==> src/rtl/core/usbrh_pkg.sv <==
package usbrh_pkg;

   // port phases
   typedef enum logic [2:0] {
      PH_OFF,
      PH_POWERING,
      PH_WAITCONN,
      PH_RESET,
      PH_CONNECTED
   } phase_type;

   // event kinds on the request channel
   typedef enum logic [2:0] {
      EV_TICK,
      EV_CORE_STATUS,
      EV_SPEED,
      EV_HUB_REQUEST,
      EV_START,
      EV_STOP
   } func_type;

   // hub request kinds
   typedef enum logic [3:0] {
      RQ_HUB_STATUS,
      RQ_DESCRIPTOR,
      RQ_SET_HUB_FEAT,
      RQ_CLEAR_HUB_FEAT,
      RQ_SET_PORT_FEAT,
      RQ_CLEAR_PORT_FEAT,
      RQ_PORT_STATUS,
      RQ_POLL,
      RQ_OTHER
   } kind_type;

   // OTG states
   localparam logic [1:0] OTG_HOST     = 2'd0;
   localparam logic [1:0] OTG_WAITCONN = 2'd1;
   localparam logic [1:0] OTG_SUSPEND  = 2'd2;
   localparam logic [1:0] OTG_OTHER    = 2'd3;

   // speed codes
   localparam logic [1:0] SPD_LOW  = 2'd1;
   localparam logic [1:0] SPD_HIGH = 2'd2;

   // feature selectors
   localparam logic [7:0] FEAT_HUB_MAX      = 8'd1;
   localparam logic [7:0] FEAT_PORT_ENABLE  = 8'd1;
   localparam logic [7:0] FEAT_PORT_SUSPEND = 8'd2;
   localparam logic [7:0] FEAT_PORT_RESET   = 8'd4;
   localparam logic [7:0] FEAT_PORT_POWER   = 8'd8;
   localparam logic [7:0] FEAT_C_FIRST      = 8'd16;
   localparam logic [7:0] FEAT_C_LAST       = 8'd20;
   localparam logic [7:0] PORT_ONE          = 8'd1;

   // wPortStatus / wPortChange bits
   localparam logic [15:0] ST_CONNECTION = 16'h0001;
   localparam logic [15:0] ST_ENABLE     = 16'h0002;
   localparam logic [15:0] ST_RESET      = 16'h0010;
   localparam logic [15:0] ST_POWER      = 16'h0100;
   localparam logic [15:0] ST_LOW        = 16'h0200;
   localparam logic [15:0] ST_HIGH       = 16'h0400;
   localparam logic [15:0] CH_CONNECTION = 16'h0001;
   localparam logic [15:0] CH_RESET      = 16'h0010;

   localparam logic [15:0] TICKS_MAX = 16'hFFFF;

   // configuration register indexes
   localparam logic [7:0] CSR_RESET_TIMEOUT      = 8'd0;
   localparam logic [7:0] CSR_CORE_RESET_TIMEOUT = 8'd1;

   localparam logic [15:0] RESET_TIMEOUT_DEFAULT      = 16'd80;
   localparam logic [15:0] CORE_RESET_TIMEOUT_DEFAULT = 16'd1000;

   localparam int REQ_DATA_W = 32;
   localparam int RSP_DATA_W = 48;

   typedef struct packed {
      logic [15:0] reset_timeout;
      logic [15:0] core_reset_timeout;
   } cfg_type;

   typedef struct packed {
      phase_type   phase;
      logic [15:0] status;
      logic [15:0] prev_status;
      logic [15:0] change;
      logic [15:0] elapsed;
      logic        bus_request;
   } state_type;

   typedef struct packed {
      logic [2:0] func;
      logic [1:0] otg_mode;
      logic       core_reset_busy;
      logic [1:0] speed;
      logic [3:0] request_kind;
      logic [7:0] feature_selector;
      logic [7:0] port_number;
   } req_type;

   typedef struct packed {
      logic        stall_res;
      logic [15:0] port_status;
      logic [15:0] port_change;
      logic        change_pending;
      logic        bus_request;
      logic        start_port_reset;
      logic        core_reset;
      logic        power_retry;
      logic [2:0]  phase;
   } rsp_type;

endpackage

==> src/rtl/core/usbrh_step.sv <==
module usbrh_step (
   input  usbrh_pkg::state_type cur,
   input  usbrh_pkg::req_type   req,
   input  usbrh_pkg::cfg_type   cfg,
   output usbrh_pkg::state_type nxt,
   output usbrh_pkg::rsp_type   rsp
);
   import usbrh_pkg::*;

   logic [15:0] elapsed_inc;
   logic [15:0] status_diff;
   logic [15:0] change_noted;
   logic        tick_active;
   logic        core_timeout;
   logic        reset_timeout;
   logic        port_ok;
   logic        reset_req;
   func_type    func;
   kind_type    kind;

   assign func = func_type'(req.func);
   assign kind = kind_type'(req.request_kind);

   assign tick_active   = (cur.phase == PH_POWERING) || (cur.phase == PH_RESET);
   assign elapsed_inc   = (cur.elapsed < TICKS_MAX) ? cur.elapsed + 16'd1 : cur.elapsed;
   assign core_timeout  = (cur.phase == PH_POWERING) && (elapsed_inc >= cfg.core_reset_timeout);
   assign reset_timeout = (cur.phase == PH_RESET) && (elapsed_inc >= cfg.reset_timeout);

   assign status_diff  = cur.status ^ cur.prev_status;
   assign change_noted = cur.change
                       | ((status_diff & ST_CONNECTION) != 16'd0 ? CH_CONNECTION : 16'd0)
                       | ((status_diff & ST_RESET) != 16'd0 ? CH_RESET : 16'd0);

   assign port_ok = (req.port_number == PORT_ONE);

   // set port reset or clear port enable on port one
   assign reset_req = port_ok
      && (((kind == RQ_SET_PORT_FEAT) && (req.feature_selector == FEAT_PORT_RESET))
       || ((kind == RQ_CLEAR_PORT_FEAT) && (req.feature_selector == FEAT_PORT_ENABLE)));

   // next state
   always_comb begin
      nxt = cur;
      unique case (func)
         EV_TICK: begin
            if (tick_active) begin
               nxt.elapsed = elapsed_inc;
               if (core_timeout) begin
                  nxt.elapsed = 16'd0;
               end else if (reset_timeout) begin
                  nxt.status      = 16'd0;
                  nxt.bus_request = 1'b0;
                  nxt.elapsed     = 16'd0;
                  nxt.phase       = PH_POWERING;
               end
            end
         end
         EV_CORE_STATUS: begin
            unique case (cur.phase)
               PH_POWERING: begin
                  if (!req.core_reset_busy) begin
                     nxt.status      = ST_POWER;
                     nxt.bus_request = 1'b1;
                     nxt.elapsed     = 16'd0;
                     nxt.phase       = PH_WAITCONN;
                  end
               end
               PH_WAITCONN: begin
                  if (req.otg_mode == OTG_HOST) begin
                     nxt.status      = cur.status | ST_CONNECTION | ST_RESET | ST_ENABLE;
                     nxt.bus_request = 1'b0;
                     nxt.elapsed     = 16'd0;
                     nxt.phase       = PH_RESET;
                  end
               end
               PH_CONNECTED: begin
                  unique case (req.otg_mode)
                     OTG_WAITCONN: begin
                        nxt.status      = ST_POWER;
                        nxt.bus_request = 1'b1;
                        nxt.phase       = PH_WAITCONN;
                     end
                     OTG_SUSPEND: nxt.bus_request = 1'b1;
                     OTG_OTHER: begin
                        nxt.status      = 16'd0;
                        nxt.bus_request = 1'b0;
                        nxt.elapsed     = 16'd0;
                        nxt.phase       = PH_POWERING;
                     end
                     default: ;
                  endcase
               end
               default: ;
            endcase
         end
         EV_SPEED: begin
            if (cur.phase == PH_RESET) begin
               nxt.status = cur.status & ~(ST_RESET | ST_LOW | ST_HIGH);
               if (req.speed == SPD_HIGH) begin
                  nxt.status = nxt.status | ST_HIGH;
               end else if (req.speed == SPD_LOW) begin
                  nxt.status = nxt.status | ST_LOW;
               end
               nxt.elapsed = 16'd0;
               nxt.phase   = PH_CONNECTED;
            end
         end
         EV_HUB_REQUEST: begin
            if (reset_req && (cur.phase == PH_CONNECTED)) begin
               nxt.bus_request = 1'b0;
               nxt.status      = cur.status | ST_RESET | ST_ENABLE;
               nxt.elapsed     = 16'd0;
               nxt.phase       = PH_RESET;
            end else if ((kind == RQ_PORT_STATUS) && port_ok) begin
               nxt.prev_status = cur.status;
               nxt.change      = 16'd0;
            end else if (kind == RQ_POLL) begin
               nxt.prev_status = cur.status;
               nxt.change      = change_noted;
            end
         end
         EV_START: begin
            if (cur.phase == PH_OFF) begin
               nxt.elapsed = 16'd0;
               nxt.phase   = PH_POWERING;
            end
         end
         EV_STOP: begin
            if (cur.phase != PH_OFF) begin
               nxt.status      = 16'd0;
               nxt.bus_request = 1'b0;
               nxt.elapsed     = 16'd0;
               nxt.phase       = PH_OFF;
            end
         end
         default: ;
      endcase
   end

   // result fields
   always_comb begin
      rsp                  = '0;
      rsp.bus_request      = nxt.bus_request;
      rsp.phase            = nxt.phase;
      // bus reset is entered only from wait-for-connection or connected
      rsp.start_port_reset = (nxt.phase == PH_RESET) && (cur.phase != PH_RESET);
      rsp.power_retry      = (func == EV_TICK) && core_timeout;
      // powering is re-entered from a running phase only by a port reset timeout or an OTG_OTHER status while connected
      rsp.core_reset       = (nxt.phase == PH_OFF) || rsp.power_retry
                          || ((nxt.phase == PH_POWERING) && (cur.phase != PH_POWERING)
                              && (cur.phase != PH_OFF));
      if (func == EV_HUB_REQUEST) begin
         unique case (kind)
            RQ_HUB_STATUS, RQ_DESCRIPTOR: rsp.stall_res = 1'b0;
            RQ_SET_HUB_FEAT, RQ_CLEAR_HUB_FEAT:
               rsp.stall_res = (req.feature_selector > FEAT_HUB_MAX);
            RQ_SET_PORT_FEAT:
               rsp.stall_res = !port_ok
                  || !((req.feature_selector == FEAT_PORT_RESET)
                    || (req.feature_selector == FEAT_PORT_SUSPEND)
                    || (req.feature_selector == FEAT_PORT_POWER));
            RQ_CLEAR_PORT_FEAT:
               rsp.stall_res = !port_ok
                  || !((req.feature_selector == FEAT_PORT_ENABLE)
                    || (req.feature_selector == FEAT_PORT_SUSPEND)
                    || (req.feature_selector == FEAT_PORT_POWER)
                    || ((req.feature_selector >= FEAT_C_FIRST)
                        && (req.feature_selector <= FEAT_C_LAST)));
            RQ_PORT_STATUS: begin
               rsp.stall_res = !port_ok;
               if (port_ok) begin
                  rsp.port_status = cur.status;
                  rsp.port_change = change_noted;
               end
            end
            RQ_POLL: rsp.change_pending = (change_noted != 16'd0);
            default: rsp.stall_res = 1'b1;
         endcase
      end
   end

endmodule

==> src/rtl/core/usb_root_port_hotplug_fsm_core.sv <==
// Root-hub port state machine for a single-port USB host.
//
// Request channel (req_*): one event per transaction. req_tuser carries the
// event kind (tick, core status, speed report, hub request, start, stop);
// req_tdata carries the OTG state, core busy flag, speed and hub request.
// Response channel (rsp_*): exactly one result per event, in order, holding
// the stall flag, port status/change words, poll flag, bus request level,
// reset strobe, core reset level, retry strobe and the new phase.
// Config channel (csr_*): index 0 sets the port reset timeout, index 1 the
// core reset timeout, both in ticks; csr_ready is always high and writes are
// expected only while no event is in flight.
//
// The event is evaluated against the port state in the cycle it is accepted,
// and its result is registered. Throughput is one event per cycle while
// req_tready is high, set by the single state register update path.
// A two-entry output (result register plus skid register) lets one more event
// be accepted while the receiver stalls; req_tready drops only when both hold.
// Synchronous reset puts the port in the off phase with all status cleared,
// loads the default timeouts (80 and 1000 ticks) and empties the output.
module usb_root_port_hotplug_fsm_core (
   input  logic                                clock,
   input  logic                                reset,
   input  logic                                req_tvalid,
   output logic                                req_tready,
   // [1:0] otg_mode, [2] core_reset_busy, [4:3] speed, [8:5] request_kind,
   // [16:9] feature_selector, [24:17] port_number, rest zero
   input  logic [usbrh_pkg::REQ_DATA_W-1:0]    req_tdata,
   // [2:0] func
   input  logic [2:0]                          req_tuser,
   output logic                                rsp_tvalid,
   input  logic                                rsp_tready,
   // [0] stall_res, [16:1] port_status, [32:17] port_change,
   // [33] change_pending, [34] bus_request, [35] start_port_reset,
   // [36] core_reset, [37] power_retry, [40:38] phase, rest zero
   output logic [usbrh_pkg::RSP_DATA_W-1:0]    rsp_tdata,
   input  logic                                csr_valid,
   output logic                                csr_ready,
   input  logic [7:0]                          csr_index,
   input  logic [15:0]                         csr_data
);
   import usbrh_pkg::*;

   cfg_type   cfg_ff;
   cfg_type   cfg_in;
   state_type state_ff;
   state_type state_in;
   rsp_type   main_ff;
   rsp_type   skid_ff;
   logic      main_valid_ff;
   logic      skid_valid_ff;

   req_type   req;
   rsp_type   result;
   logic      req_accept;
   logic      rsp_pop;

   assign req.otg_mode         = req_tdata[1:0];
   assign req.core_reset_busy  = req_tdata[2];
   assign req.speed            = req_tdata[4:3];
   assign req.request_kind     = req_tdata[8:5];
   assign req.feature_selector = req_tdata[16:9];
   assign req.port_number      = req_tdata[24:17];
   assign req.func             = req_tuser;

   usbrh_step u_step (
      .cur (state_ff),
      .req (req),
      .cfg (cfg_ff),
      .nxt (state_in),
      .rsp (result)
   );

   assign req_tready = !skid_valid_ff;
   assign req_accept = req_tvalid && req_tready;
   assign rsp_pop    = rsp_tvalid && rsp_tready;
   assign csr_ready  = 1'b1;

   // config register write
   always_comb begin
      cfg_in = cfg_ff;
      if (csr_valid) begin
         if (csr_index == CSR_RESET_TIMEOUT) begin
            cfg_in.reset_timeout = csr_data;
         end else if (csr_index == CSR_CORE_RESET_TIMEOUT) begin
            cfg_in.core_reset_timeout = csr_data;
         end
      end
   end

   always_ff @(posedge clock) begin
      if (reset) begin
         cfg_ff.reset_timeout      <= RESET_TIMEOUT_DEFAULT;
         cfg_ff.core_reset_timeout <= CORE_RESET_TIMEOUT_DEFAULT;
      end else begin
         cfg_ff <= cfg_in;
      end
   end

   // port state advances once per accepted event; all-zero state is the off phase
   always_ff @(posedge clock) begin
      if (reset) begin
         state_ff <= '0;
      end else if (req_accept) begin
         state_ff <= state_in;
      end
   end

   // result register with skid entry behind it
   always_ff @(posedge clock) begin
      if (reset) begin
         main_valid_ff <= 1'b0;
         skid_valid_ff <= 1'b0;
      end else if (rsp_pop) begin
         if (skid_valid_ff) begin
            main_ff       <= skid_ff;
            skid_valid_ff <= 1'b0;
         end else if (req_accept) begin
            main_ff <= result;
         end else begin
            main_valid_ff <= 1'b0;
         end
      end else if (req_accept) begin
         if (!main_valid_ff) begin
            main_ff       <= result;
            main_valid_ff <= 1'b1;
         end else begin
            skid_ff       <= result;
            skid_valid_ff <= 1'b1;
         end
      end
   end

   assign rsp_tvalid = main_valid_ff;
   assign rsp_tdata  = {7'd0,
                        main_ff.phase,
                        main_ff.power_retry,
                        main_ff.core_reset,
                        main_ff.start_port_reset,
                        main_ff.bus_request,
                        main_ff.change_pending,
                        main_ff.port_change,
                        main_ff.port_status,
                        main_ff.stall_res};

endmodule

==> config.mk <==
export PLATFORM = sky130hd
export DESIGN_NAME = usb_root_port_hotplug_fsm_core
export DESIGN_NICKNAME = d
export VERILOG_FILES = /design/src/rtl/core/usbrh_pkg.sv /design/src/rtl/core/usbrh_step.sv /design/src/rtl/core/usb_root_port_hotplug_fsm_core.sv
export SDC_FILE = /design/constraint.sdc
export NUM_CORES = 1
export LEC_CHECK = 0
export BUFFER_PORTS_ARGS = -buffer_cell sky130_fd_sc_hd__clkbuf_2
export CAP_MARGIN = 20
export CORE_ASPECT_RATIO = 0.5
export CORE_MARGIN = 3
export CORE_UTILIZATION = 40
export CTS_CLUSTER_SIZE = 16
export DETAILED_ROUTE_END_ITERATION = 10
export REMOVE_ABC_BUFFERS = 1
export SYNTH_ARGS = -nofsm -noshare
export SYNTH_HDL_FRONTEND = slang
export SYNTH_SLANG_ARGS = --single-unit
==> constraint.sdc <==
create_clock -name clock -period 3.3 [get_ports clock]
set_input_delay 0.165 -clock clock [delete_from_list [all_inputs] [get_ports clock]]
set_output_delay 0.165 -clock clock [all_outputs]
set_load 0.02 [all_outputs]
==> run metrics <==
CP Depth=15; fin crit share=1.10; Final nets=929; f_max=277 MHz; CTS Sinks=102; FF-to-FF setup slack=-0.31 ns; first-pass GRT wire length=25100 µm; worst-path fanout max=8; mux contribution to synthesized area=0.0874; compound-gate portion of the synthesized area=0.129; R2R Path End=rsp_tdata[36]$_DFFE_PP_; Clock Path Buffers=2; Synth cell types=70; Switching Share=0.258; share of cells above drive strength 1=0.401; DP Wirelength=10800 µm; Post-synth top flop=dfxtp_1; most common cell after layout, fill and taps aside=clkbuf_2; Setup Skew=0.0113 ns; Seq/Total Area, Yosys=0.392; worst vdd ir=0.000288 V; ANT cells=0; largest family of logic cells by synthesized area=simple AND/OR/NAND/NOR gates; internal power=0.00206 W; critical path class=flip-flop to flip-flop; Post-Route WL=15900 µm; post-synthesis cell area=6180 µm²; Syn-to-layout area delta=34.4%; Tot GR Track Use=0.179; Combinational Power Share=0.107; Pre-antenna DRT Iters=5; CP most frequent cell=nor3_4; Place WS=-0.589 ns; Worst Slack Setup Final=-0.314 ns; Critical Path RT=3.40 ns; CP Cell Sequence=nand4_1, buf_4, nor3_4, and3_4, nor3_4, xor2_2, ha_1, a21oi_2, o21a_1, a2bb2oi_4, buf_6, nand3_4, o21a_4, a32o_2, mux2_4; Crit-path slowest cell=ha_1; Hold/Removal Path Class=primary input to flip-flop; worst skew pair latency=0.35 ns; via count=5334; Final Instance Area=8310 µm²; vias in the first global route=5075; share of the synthesized area in the top cell type=0.207; die height=93.9 µm; sequential share of power=0.481; ys async rst share=0; Buf/Inv on CP=2; Max stage delay on crit path=0.35 ns; grt total ovfl=0; fraction of the mapped netlist area in simple logic gates=0.210; CTS H-tree lvls=3; number of max-cap violations=0; filler instances=1319; Worst Tran Pin Value=0.902 ns; Sum Neg Setup Slack=-5.31 ns; clock share of power=0.412; Power, Total=0.00277 W; port bufs=99; outcome=finished with violations; leading area contributor after synthesis=dfxtp_1; Critical Path Sink Type=flip-flop; synthesized-area fraction occupied by adder cells=0.0749; Post-synth EDFFs=38; syn avg cell area=9.09 µm²; residual DRC count=0; clock-pin slew on the worst setup and hold paths=0.08 ns; Crit. Startpoint=state_ff[8]$_SDFFE_PP0P_; largest net degree at the start of global routing=54; Root Driver=clkbuf_16; leading post-synthesis cells by cell area=dfxtp_1, edfxtp_1, ha_1; CTS Buf Count=9; hold_ws=0.0264 ns; R2R cell count=15; Net Sw Power=0.000715 W; Die Wd=182 µm; Worst EP arrival=3.71 ns; Worst slew margin=0.399; Hold Vio Cnt, Final=0; Critical Path Start Type=flip-flop; Die Footprint=17100 µm²; Synth Area in XOR/XNOR=0.0170; leak pwr=3.54 nW; Initial Utilization=0.418; drt initial violations=259; # rows=31; cell family with most CP delay=compound AO/OA/AOI/OAI gates; global placer's final weighted congestion=0.904; commonest cells after routing, fill and taps aside=clkbuf_2, buf_4, nor2_1; CP endpoint=rsp_tdata[36]$_DFFE_PP_; io pins=115; Seq cells post-synth=102; Ys Warns=0; RR Startpoint=state_ff[8]$_SDFFE_PP0P_; Finish-stage setup viols=30; min Tclk post-route=3.61 ns; unrepaired setup endpoints after global routing=yes; P per Cell Area=334 nW/µm²; DRT antenna net count=0; vias per inst=5.17; CORE AREA=14800 µm²; Syn Inst Count=680; Max Slew Vio Count=0; DP Area=7140 µm²; drt wl/cell=15.5 µm; failing checks=negative setup slack; TritonCTS clock tree=done; initial antenna violation count=0
==> worst min-delay path by stage <==
| stage | slack (ns) | depth (start not counted) | start | end |
|---|---|---|---|---|
| floorplan | 0.23 | 1 | reset | rsp_tvalid$_SDFFE_PP0P_ |
| finish | 0.03 | 2 | rsp_tready | skid_valid_ff$_SDFFE_PP0P_ |
| CTS | 0.01 | 2 | rsp_tready | skid_valid_ff$_SDFFE_PP0P_ |
| detailed placement | 0.39 | 2 | rsp_tready | skid_valid_ff$_SDFFE_PP0P_ |
| global route | 0.04 | 2 | rsp_tready | skid_valid_ff$_SDFFE_PP0P_ |
| global placement | 0.38 | 2 | rsp_tready | skid_valid_ff$_SDFFE_PP0P_ |
==> sequential cells by signal, summed over array words and instances, names as in the netlist <==
register and flops:
cfg_ff 32, rsp_tdata 19, rsp_tvalid 1, skid_ff 19, skid_valid_ff 1, state_ff 30
==> synthesized netlist by cell type (3+ instances only) <==
master,instances
and2_1,11
a21o_1,4
clkbuf_1,22
mux2_2,16
o211ai_1,3
a211o_1,5
inv_1,51
or3_1,7
and3_1,7
a31oi_1,5
buf_2,6
nor3_1,11
or4b_1,8
nor2_1,63
ha_1,37
a21oi_1,45
xnor2_1,7
nand4_1,8
or4_1,5
nand2b_1,7
nand3b_1,7
o21ai_0,20
nor2b_1,8
mux2i_1,36
nor4_1,5
nand3_1,17
edfxtp_1,38
o22ai_1,4
buf_4,30
nor4b_1,4
o31ai_1,3
nand2_1,59
dfxtp_1,64
xor2_1,5
a211oi_1,7
==> cell families (layout without fill, tap and decap cells) <==
group,Yosys count,in the layout
other,2,10
AOI/OAI and AO/OA,121,121
DFF,102,102
adders and majority gates,37,37
muxes,52,52
xor gates and xnor gates,12,12
buffers and inverters,111,256
and+or+nand+nor,243,243
==> cell type report <==
cell class,count,area (µm²),area share
multi-input combinational,475,3880,0.467
clock inverter,6,75.1,0.00904
inverter,51,196,0.0236
sequential,102,2430,0.293
tap,198,248,0.0298
clock buffer,10,239,0.0288
timing repair buffer,189,1230,0.148
==> per-stage QoR <==
step / std cells / util
floorplan: 628 / -
global placement: 994 / 0.483
detailed placement: 994 / 0.483
CTS: 1023 / 0.534
global route: 1031 / 0.562
finish: 1031 / 0.562
==> power by group through the flow <==
stage / clock network [W] / logic [W] / registers [W]
floorplan: 0 / 0.000108 / 0.00139
global placement: 0 / 0.000271 / 0.00136
finish: 0.00114 / 0.000297 / 0.00133
global route: 0.00121 / 0.000323 / 0.00134
detailed placement: 0 / 0.000271 / 0.00136
CTS: 0.00117 / 0.000278 / 0.00133
==> what timing repair did <==
item / 4_1_cts / 5_1_grt
hold buffers: 0 / 0
endpoints found under the setup margin: 34 / 34
pin swaps: 42 / 24
buffers inserted: 12 / 7
gates cloned: 1 / 0
gates resized for setup: 70 / 78
==> layer usage <==
layer | share of wire | vias to the layer above | track usage
li1 | - | 2684 | -
met1 | 0.47 | 2512 | 0.241
met2 | 0.48 | 123 | 0.307
met3 | 0.044 | 15 | 0.0271
met4 | 0.011 | 0 | 0.0374
met5 | 0 | - | 0
No activity file was read; power rests on OpenSTA's default activity.
